<file path="config.mk">
export PLATFORM = sky130hd
export DESIGN_NAME = tone_step_sequencer
export DESIGN_NICKNAME = d
export VERILOG_FILES = /design/src/hw/rtl/tss_pkg.sv /design/src/hw/rtl/tone_step_sequencer.sv
export SDC_FILE = /design/constraint.sdc
export NUM_CORES = 1
export LEC_CHECK = 0
export BUFFER_PORTS_ARGS = -buffer_cell sky130_fd_sc_hd__buf_2
export CAP_MARGIN = 20
export CORE_MARGIN = 2
export CORE_UTILIZATION = 35
export CTS_CLUSTER_SIZE = 12
export DETAILED_ROUTE_END_ITERATION = 16
export SETUP_SLACK_MARGIN = 0.4
export SLEW_MARGIN = 20
export SYNTH_ARGS = -nofsm -noshare
export SYNTH_HDL_FRONTEND = slang
export SYNTH_SLANG_ARGS = --single-unit
</file>
<file path="constraint.sdc">
create_clock -name clk_i -period 6.2 [get_ports clk_i]
set_input_delay 0.31 -clock clk_i [delete_from_list [all_inputs] [get_ports clk_i]]
set_output_delay 0.31 -clock clk_i [all_outputs]
set_load 0.03 [all_outputs]
</file>
<file path="src/hw/rtl/tss_pkg.sv">
// shared types and constants for the tone step sequencer
package tss_pkg;

  // command carried by each input word
  typedef enum logic [1:0] {
    OP_TICK   = 2'd0,
    OP_APPEND = 2'd1,
    OP_START  = 2'd2,
    OP_CLEAR  = 2'd3
  } op_e;

  localparam int unsigned FreqWidth = 16;
  localparam int unsigned DurWidth  = 16;
  localparam int unsigned GapWidth  = 16;

  // gap length after reset, in ticks
  localparam logic [GapWidth-1:0] GapTicksReset = 16'd30;

  // one table entry
  typedef struct packed {
    logic [FreqWidth-1:0] freq;
    logic [DurWidth-1:0]  dur;
  } step_t;

  // one result word
  typedef struct packed {
    logic [FreqWidth-1:0] tone_frequency;
    logic                 tone_enable;
    logic                 playing;
    logic                 finished;
    logic                 append_overflow;
  } result_t;

endpackage

</file>
<file path="src/hw/rtl/tone_step_sequencer.sv">
// tone step sequencer: step table, playback timing and result skid buffer
//
// plays a table of (frequency, duration) steps with a programmable silent gap after each
// step. every input word is one command: a millisecond tick, an append, a start or a clear.
// exactly one result word comes back per input word, from the result register or, while
// the output is stalled, the skid register; a new word can be taken every cycle unless
// the input is stalled: the only loop is the playback state register. the step table
// sits in a small ram with one write port (appends) and one registered read port; the
// read port always fetches the entry after the current step, so the step that follows a
// gap is ready the moment the gap ends, and step 0 is kept in a separate register for a
// start. a two-deep output stage (result register plus skid register) lets the input
// keep flowing while one result waits; the input stall comes straight from a flop. no
// clearing pass is needed after reset, as only entries below the step count are ever
// used. gap_ticks is written through cfg_we_i/cfg_wdata_i and resets to 30.
module tone_step_sequencer #(
  parameter int unsigned MAX_STEPS = 32
) (
  input  logic        clk_i,
  input  logic        rst_ni,
  // configuration
  input  logic        cfg_we_i,
  input  logic [15:0] cfg_wdata_i,
  // input words
  input  logic        in_valid_i,
  output logic        in_stall_o,
  input  logic [1:0]  operation_i,
  input  logic [15:0] step_frequency_i,
  input  logic [15:0] step_duration_i,
  // result words
  output logic        out_valid_o,
  input  logic        out_stall_i,
  output logic [15:0] tone_frequency_o,
  output logic        tone_enable_o,
  output logic        playing_o,
  output logic        finished_o,
  output logic        append_overflow_o
);

  localparam int unsigned AW = (MAX_STEPS > 1) ? $clog2(MAX_STEPS) : 1;
  localparam int unsigned CW = $clog2(MAX_STEPS + 1);
  localparam logic [CW-1:0] MaxCount = CW'(MAX_STEPS);

  // configuration register
  logic [tss_pkg::GapWidth-1:0] gap_ticks_q;

  // playback state
  logic [CW-1:0]                step_cnt_q, step_cnt_d;
  logic [CW-1:0]                step_idx_q, step_idx_d;
  logic [tss_pkg::DurWidth-1:0] elapsed_q, elapsed_d;
  logic                         in_gap_q, in_gap_d;
  logic                         active_q, active_d;

  // step 0, current step and prefetched next step
  tss_pkg::step_t first_q, first_d;
  tss_pkg::step_t cur_q, cur_d;
  tss_pkg::step_t nxt_q;

  // step table
  tss_pkg::step_t step_mem [MAX_STEPS];
  logic           mem_we;
  logic [AW-1:0]  mem_waddr;
  logic [AW-1:0]  mem_raddr;
  logic [CW-1:0]  idx_next;
  tss_pkg::step_t new_step;

  // handshake and result stage
  logic             accept;
  tss_pkg::result_t res_d;
  tss_pkg::result_t out_q;
  tss_pkg::result_t skid_q;
  logic             out_vld_q;
  logic             skid_vld_q;

  logic [tss_pkg::DurWidth-1:0] elapsed_inc;
  logic                         finished;
  logic                         overflow;

  assign accept   = in_valid_i && !skid_vld_q;
  assign new_step = '{freq: step_frequency_i, dur: step_duration_i};

  // saturating tick count
  assign elapsed_inc = (elapsed_q == '1) ? elapsed_q : elapsed_q + 16'd1;

  always_comb begin
    step_cnt_d = step_cnt_q;
    step_idx_d = step_idx_q;
    elapsed_d  = elapsed_q;
    in_gap_d   = in_gap_q;
    active_d   = active_q;
    first_d    = first_q;
    cur_d      = cur_q;
    mem_we     = 1'b0;
    finished   = 1'b0;
    overflow   = 1'b0;
    if (accept) begin
      unique case (tss_pkg::op_e'(operation_i))
        tss_pkg::OP_TICK: begin
          if (active_q) begin
            if (!in_gap_q) begin
              // sounding phase ends once the duration is reached
              if (elapsed_inc >= cur_q.dur) begin
                in_gap_d  = 1'b1;
                elapsed_d = '0;
              end else begin
                elapsed_d = elapsed_inc;
              end
            end else if (elapsed_inc >= gap_ticks_q) begin
              // gap over: move to the next step or stop after the last one
              step_idx_d = step_idx_q + CW'(1);
              elapsed_d  = '0;
              in_gap_d   = 1'b0;
              cur_d      = nxt_q;
              if (step_idx_q + CW'(1) >= step_cnt_q) begin
                active_d   = 1'b0;
                step_cnt_d = '0;
                finished   = 1'b1;
              end
            end else begin
              elapsed_d = elapsed_inc;
            end
          end
        end
        tss_pkg::OP_APPEND: begin
          if (step_cnt_q < MaxCount) begin
            mem_we     = 1'b1;
            step_cnt_d = step_cnt_q + CW'(1);
            if (step_cnt_q == '0) begin
              first_d = new_step;
            end
          end else begin
            overflow = 1'b1;
          end
        end
        tss_pkg::OP_START: begin
          if (step_cnt_q != '0) begin
            active_d   = 1'b1;
            step_idx_d = '0;
            elapsed_d  = '0;
            in_gap_d   = 1'b0;
            cur_d      = first_q;
          end
        end
        tss_pkg::OP_CLEAR: begin
          active_d   = 1'b0;
          step_cnt_d = '0;
          step_idx_d = '0;
          elapsed_d  = '0;
          in_gap_d   = 1'b0;
        end
      endcase
    end
  end

  // result as seen after the word is applied
  always_comb begin
    res_d                 = '0;
    res_d.playing         = active_d;
    res_d.finished        = finished;
    res_d.append_overflow = overflow;
    if (active_d && !in_gap_d) begin
      res_d.tone_frequency = cur_d.freq;
    end
    res_d.tone_enable = (res_d.tone_frequency != '0);
  end

  // prefetch address: the entry after the step that is current after this word
  assign idx_next  = step_idx_d + CW'(1);
  assign mem_raddr = idx_next[AW-1:0];
  assign mem_waddr = step_cnt_q[AW-1:0];

  // step table ram with write-through onto the prefetch port
  always_ff @(posedge clk_i) begin
    if (mem_we) begin
      step_mem[mem_waddr] <= new_step;
    end
    if (mem_we && (mem_waddr == mem_raddr)) begin
      nxt_q <= new_step;
    end else begin
      nxt_q <= step_mem[mem_raddr];
    end
  end

  // step payload registers
  always_ff @(posedge clk_i) begin
    first_q <= first_d;
    cur_q   <= cur_d;
  end

  // control state and configuration
  always_ff @(posedge clk_i or negedge rst_ni) begin
    if (!rst_ni) begin
      gap_ticks_q <= tss_pkg::GapTicksReset;
      step_cnt_q  <= '0;
      step_idx_q  <= '0;
      elapsed_q   <= '0;
      in_gap_q    <= 1'b0;
      active_q    <= 1'b0;
    end else begin
      if (cfg_we_i) begin
        gap_ticks_q <= cfg_wdata_i;
      end
      step_cnt_q <= step_cnt_d;
      step_idx_q <= step_idx_d;
      elapsed_q  <= elapsed_d;
      in_gap_q   <= in_gap_d;
      active_q   <= active_d;
    end
  end

  // result register and skid register; the skid only fills while the output is stalled
  always_ff @(posedge clk_i or negedge rst_ni) begin
    if (!rst_ni) begin
      out_vld_q  <= 1'b0;
      skid_vld_q <= 1'b0;
    end else if (skid_vld_q) begin
      if (!out_vld_q || !out_stall_i) begin
        out_vld_q  <= 1'b1;
        skid_vld_q <= 1'b0;
      end
    end else if (accept) begin
      if (out_vld_q && out_stall_i) begin
        skid_vld_q <= 1'b1;
      end else begin
        out_vld_q <= 1'b1;
      end
    end else if (!out_stall_i) begin
      out_vld_q <= 1'b0;
    end
  end

  always_ff @(posedge clk_i) begin
    if (skid_vld_q) begin
      if (!out_vld_q || !out_stall_i) begin
        out_q <= skid_q;
      end
    end else if (accept) begin
      if (out_vld_q && out_stall_i) begin
        skid_q <= res_d;
      end else begin
        out_q <= res_d;
      end
    end
  end

  assign in_stall_o        = skid_vld_q;
  assign out_valid_o       = out_vld_q;
  assign tone_frequency_o  = out_q.tone_frequency;
  assign tone_enable_o     = out_q.tone_enable;
  assign playing_o         = out_q.playing;
  assign finished_o        = out_q.finished;
  assign append_overflow_o = out_q.append_overflow;

  // a running sequence always points at a stored step
  assert property (@(posedge clk_i) disable iff (!rst_ni)
    active_q |-> (step_idx_q < step_cnt_q))
    else $error("step index outside the table while playing");

  // the table never holds more steps than it has room for
  assert property (@(posedge clk_i) disable iff (!rst_ni)
    step_cnt_q <= MaxCount)
    else $error("step count beyond table depth");

  // the skid register is only used behind a full result register
  assert property (@(posedge clk_i) disable iff (!rst_ni)
    skid_vld_q |-> out_vld_q)
    else $error("skid word without result word");

  // a finishing word ends playback and carries no tone
  assert property (@(posedge clk_i) disable iff (!rst_ni)
    (out_vld_q && out_q.finished) |-> (!out_q.playing && !out_q.tone_enable))
    else $error("finished word still playing");

  // an overflowing append never changes the step count
  assert property (@(posedge clk_i) disable iff (!rst_ni)
    (accept && overflow) |=> (step_cnt_q == MaxCount))
    else $error("step count moved on overflowing append");

endmodule

</file>
# [Word-level counts from Yosys, hierarchy flattened]
# Memory sizes are Yosys's and may differ from the RTL's. A register that Yosys moved wholly into a read port is not among the register bits.
# Index checks and enable logic that the tools add are counted.
[classes] order_cmp=4 mux=65 n_reduce_logical=23 add_sub_neg=4 n_eq_ne=14 bitwise=1
[op_table] cell="32-bit two-way mux" count=5
[op_table] cell="16-bit two-way mux" count=7
[op_table] cell="20-bit two-way mux" count=4
[op_table] cell="32-bit one-hot mux with 2 select lines" count=1
[op_table] cell="6-bit two-way mux" count=10
[op_table] cell="16-bit one-hot mux with 3 select lines" count=1
[op_table] cell="6-bit one-hot mux with 3 select lines" count=2
[op_table] cell="1-bit two-way mux" count=33
[op_table] cell="16-bit greater-or-equal comparator" count=2
[op_table] cell="16-bit by 1-bit adder with 16-bit output (second input constant)" count=1
[op_table] cell="16-bit equality test (second input constant)" count=1
[op_table] cell="16-bit nonzero test" count=1
[op_table] cell="2-bit inequality test (second input constant)" count=7
[op_table] cell="6-bit by 1-bit adder with 6-bit output (second input constant)" count=2
[op_table] cell="3-bit AND reduction" count=3
[op_table] cell="4-bit AND reduction" count=2
[op_table] cell="7-bit AND reduction" count=1
[op_table] cell="6-bit greater-or-equal comparator" count=1
[op_table] cell="6-bit logical NOT" count=1
[op_table] cell="6-bit less-than comparator (second input constant)" count=1
[op_table] cell="1-bit one-hot mux with 3 select lines" count=2
[op_table] cell="6-bit AND reduction" count=1
[op_table] cell="3-bit nonzero test" count=2
[op_table] cell="6-bit nonzero test" count=1
[op_table] cell="other kinds (12)" count=19
[totals] ff_bits=152 mem_count=1 inputBits=55 ramBits=1024
[memory_table] name="step_mem" depth=32 width=32 read_ports=1 rd_clocked_by_memory_dff=1 write_ports=1 line="tone_step_sequencer.sv:59" source="tss_pkg::step_t step_mem [MAX_STEPS];"

# [Depth between registers and ports, before layout]
[logic_depth] depth_word=15 ltp_mapped=21 depth_no_buf=19

# [Worst setup path after synthesis]
# No wires, ideal clock.
[synth_path] path_type="register -> register" from="register elapsed_q[3] (netlist bit)" to="register out_q (netlist bit tone_enable_o), data pin" stages_incl_launch_ff=20 n_path_buf=2 period_less_slack_ns=4.874 path_slack_ns=1.326 setup_ns=0.260 arrival_time_ns=4.614 t_required_ns=5.940 path_cell_list="dfrtp_1 and4_1 and3_1 and2_1 and3_1 clkbuf_1 a31oi_1 nand3_1 xnor2_1 ha_1 a21oi_1 nor2_1 or4_4 o311a_1 nand2_1 buf_2 o22ai_1 a21oi_1 a41oi_2 mux2_2"
[synth_rtl] item="from (decl)" line="tone_step_sequencer.sv:49" source="logic [tss_pkg::DurWidth-1:0] elapsed_q, elapsed_d;"
[synth_rtl] item="from (signal assigned)" line="tone_step_sequencer.sv:204" source="elapsed_q <= elapsed_d;"
[synth_rtl] item="to (signal assigned)" line="tone_step_sequencer.sv:234" source="out_q <= skid_q;"
[synth_rtl] item="to (signal assigned)" line="tone_step_sequencer.sv:240" source="out_q <= res_d;"
[synth_rtl] item="to (decl)" line="tone_step_sequencer.sv:69" source="tss_pkg::result_t out_q;"

==> results by stage <==
Floorplan:
- Once the floorplan was initialized, standard cells occupied 35.14% of the core.
- The chip width is 369.6 µm.
- Measured along the y axis, the die boundary spans 369.6 µm.
- The count of boundary I/O pins is 77.
- The core region is 133,100 µm².
- The number of standard-cell rows in the floorplan is 134.
- The floorplan step defined a die boundary enclosing 136,600 µm².

Final layout:
- The fraction of layout instances using a drive strength above 1 is 25.94%.
- The area taken by multi-input logic gates is 11,280 µm².
- Across the whole layout, storage elements account for 35,040 µm².
- The number of nets in the layout is 2,566.
- Cells fill 40.19% of the core in the end.
- The area added between synthesis and finish is 14.37%.
- The fill cell instance count of the final layout is 11,800.

Setup path:
- Data on the critical path is required at its endpoint by 6.68 ns.
- Along the worst path, the maximum fanout reaches 7.
- The master of the slowest instance on the critical path is or4_4.
- The signal on the critical path passes through and4_1 > and3_1 > and2_1 > and3_1 > a31oi_2 > nand3_1 > xnor2_1 > ha_1 > a21oi_1 > nor2_1 > or4_4 > o311ai_4 > nor2_2 > a211oi_2 > inv_2 > nor4_2 > a41oi_2 > mux2_2.
- The dominant cell type by count on the critical path is and3_1.
- The type of origin of the critical path is a flip-flop.
- The type of the worst setup path is reg2reg.
- The endpoint type of the worst setup path is a flip-flop.
- The worst register-to-register path begins at elapsed_q[3]$_DFFE_PN0P_.
- In this run the worst setup path begins at elapsed_q[3]$_DFFE_PN0P_.
- The highest cell delay on the worst timing path is 0.54 ns.
- For the worst setup path, the data arrival time is 5.97 ns.

GRT:
- The via count of the first global-routing pass is 23,840.
- Entering global routing, the biggest net connects 74 pins.
- The wire length of the first global-routing pass is 170,300 µm.
- The initial antenna violation count came to 13.
- The global-route congestion overflow total is 0.
- Across every metal layer, demand over resource in global routing totals 17.22%.

CTS:
- The longest clock path from root to sink contains 3 buffers.
- Clock-pin slew was measured on the worst setup and hold paths at 0.06 ns.
- CTS built an H-tree with a depth of 3.
- After clock tree synthesis, the setup repair step added 0 buffers.
- The total clock sinks is 1,181.
- TritonCTS built the clock tree.
- Buffers inserted during clock tree synthesis total 119.
- The clock latency on the worst-skew pair is 0.73 ns.
- The root cell of the clock tree is clkbuf_16.

Synth:
- The warning count from the yosys run is 0.
- Counting flops with a built-in enable in the synthesized netlist gives 1,112.
- For this run, asynchronously set or reset flops after synthesis account for 4.064%.
- In this run the cell area of the synthesized design comes to 46,780 µm².
- The fraction of the yosys area taken by sequential cells is 74.86%.
- The cell with the most instances after synthesis is edfxtp_1.
- The number of nets in the synthesized netlist is 2,382.
- The count of different cell masters after synthesis is 78.
- The post-synthesis sequential element count is 1,181.
- The synthesized design devotes to its leading area cell type 71.38% of total area.
- The post-synthesis cell count is 2,282.
- The mean instance size in the synthesized netlist is 20.50 µm².
- The commonest register cell after synthesis is edfxtp_1.
- In the post-synthesis netlist, the biggest area contributors are edfxtp_1 (71%), mux4_2 (13%), dfrtp_1 (2.4%).
- The biggest area contributor in the post-synthesis netlist is edfxtp_1.
- Counting instances in the post-synthesis netlist gives the leading cell types as edfxtp_1 (1,112), mux4_2 (276), nand2_1 (91).

Power and ir drop:
- The total power divided by cell area is 308.1 nW/µm².
- Across the VDD grid, the largest voltage drop is 247.4 µV.
- In this run the static leakage power is 0.01705 µW.

STA:
- Setup repair after global routing left no endpoint under its margin.
- The number of failing setup endpoints in the final timing report is 0.
- The final period utilization is 88.57%.
- For the final database, setup skew stands at 0.05742 ns.
- In this run the tightest slew margin relative to its limit is 25.58%.
- The final hold violation count is 0.
- In the final timing run, aggregate negative setup slack is 0 ns.
- Based on the critical path, the design can be clocked at up to 182.1 MHz.
- The max-slew violation count is 0.
- The actual slew at the worst max-slew pin is 1.114 ns.
- Counting I/O delays and the setup requirement, the final critical path takes 5.491 ns.
- Setup slack on the critical path of the routed design comes to 0.7090 ns.

Place:
- After legalization and detailed placement, the total HPWL measured 68,450 µm.
- The number of port buffers is 76.
- At the end of routability-driven placement, the weighted congestion stood at 0.8256.
- The worst-case setup slack after placement is 0.5756 ns.

Hold path:
- The tightest min-delay check is of the in2reg type.
- The hold path startpoint is cfg_we_i.

Detailed routing:
- The detailed-route DRC error count is 0.
- Wire segments on met2 add up to 56,380 µm in the final route.
- The sum of routed wire segments on met1 is 50,260 µm.
- The total wire length after detailed routing is 117,900 µm.
- Across all layers, the routed design uses 23,200 vias.
- After detailed routing, the met3 layer carries 8622 µm of wire.
- The number of DRC markers in iteration 0 is 2,581.
- Routed signal wires occupy layers up through met5.
- The number of antenna-violating nets in the routed design is 0.
- Using the TritonRoute via totals, the vias-per-cell ratio works out to 5.377.
- The first detailed-routing pass took 6 iterations.
- In the final routed layout, each cell accounts on average for 27.34 µm.

Run status:
- The flow ran to the end, and the final reports show no timing, DRC or antenna violations.

Job:
- The max capacitance violation total is 0.
[critical path, delay by kind of cell, from the launching register on]
family,cells,cell delay [ns]
xor gates and xnor gates,1,0.31
AOI/OAI and AO/OA,5,1.56
muxes,1,0.30
DFF,1,0.44
buffers and inverters,1,0.08
adders and majority gates,1,0.31
and+or+nand+nor,9,2.24
[kinds of logic (layout without fill, tap and decap cells)]
group	Yosys count	after routing	share of synthesized area [%]
flops	1181	1181	74.86
mux	387	387	15.96
simple gates	293	293	3.028
compound gates	199	199	3.001
buf+inv	160	422	1.629
fa+ha+maj	45	45	1.204
xor+xnor	17	17	0.3183
other cells	0	2	0
[path summary, 6_finish.rpt]
check                                              to  slack, ns  cells after the start
max in group asynchronous        in_stall_o$_DFF_PN0_       5.45                      3
max reg2reg                   tone_enable_o$_DFFE_PP_       0.71                     18
min reg2reg                  elapsed_q[5]$_DFFE_PN0P_       0.52                      1
min                        gap_ticks_q[3]$_DFFE_PN1P_       0.07                      3
max                           tone_enable_o$_DFFE_PP_       0.71                     18
min in group asynchronous    elapsed_q[7]$_DFFE_PN0P_       0.26                      3
[cell type report]
cell class | instances | share of cell area (%)
diodes | 2 | 0.009355
clock inverters | 38 | 0.6291
repair buffers | 169 | 2.273
inverters | 54 | 0.3789
flip-flops and latches | 1181 | 65.49
multi-input cells | 941 | 21.08
well taps | 1768 | 4.135
clock buffers | 161 | 5.997
[per-layer routing]
layer	vias to the layer above	global-route usage (%)
met5	-	0
met4	6	4.526
met3	187	3.121
met2	879	27.63
met1	12380	24.21
li1	9747	-
[flip-flops by register name (all words and copies together) (netlist names), named ones only]
signal             count
tone_frequency_o      16
cur_q                 32
playing_o              1
out_valid_o            1
in_stall_o             1
skid_q                20
finished_o             1
tone_enable_o          1
append_overflow_o      1
active_q               1
in_gap_q               1
gap_ticks_q           16
step_cnt_q             6
first_q               32
elapsed_q             16
step_idx_q             6
step_mem            1024
[cells in the final DEF, fill, tap and decap left out, types with 11 or more instances in the layout]
cell type / n
clkinv_2: 12
buf_2: 76
nand2_1: 90
a22oi_1: 15
a22o_1: 14
mux2i_1: 84
nand3_1: 31
mux2_2: 20
nor2b_1: 18
nand2b_1: 11
ha_1: 45
a21oi_1: 35
nor2_1: 51
mux4_2: 276
o31ai_1: 13
nor2_4: 33
dfxtp_1: 16
clkinv_1: 14
inv_1: 53
o21ai_1: 15
dlygate4sd3_1: 22
o21ai_0: 33
a21o_1: 12
dfrtp_1: 43
clkbuf_16: 121
buf_4: 65
clkbuf_1: 37
edfxtp_1: 1112
[through the flow]
| step | instances | hold WS (ns) | cell area (µm²) | power [µW] |
|---|---|---|---|---|
| after floorplan | 2282 | 0.01441 | 46780 | 9574 |
| after global placement | 4090 | 0.4772 | 49680 | 9907 |
| after detailed placement | 4091 | 0.4934 | 49710 | 9946 |
| after CTS | 4312 | 0.01350 | 53470 | 16620 |
| after global routing | 4313 | 0.07767 | 53500 | 16990 |
| final | 4314 | 0.07187 | 53500 | 16480 |
[timing repair]
item / 4_1_cts / 5_1_grt
setup endpoints to repair: 0 / 15
gates resized for setup: 0 / 3
hold buffers: 22 / 0
endpoints found under the hold margin: 62 / 0
[report_power, final]
group	internal (µW)	total, µW	switching (µW)
combinational	240	802	562
sequential	8910	8990	78.3
clock	3750	6690	2940
No activity file was read; power rests on OpenSTA's default activity.
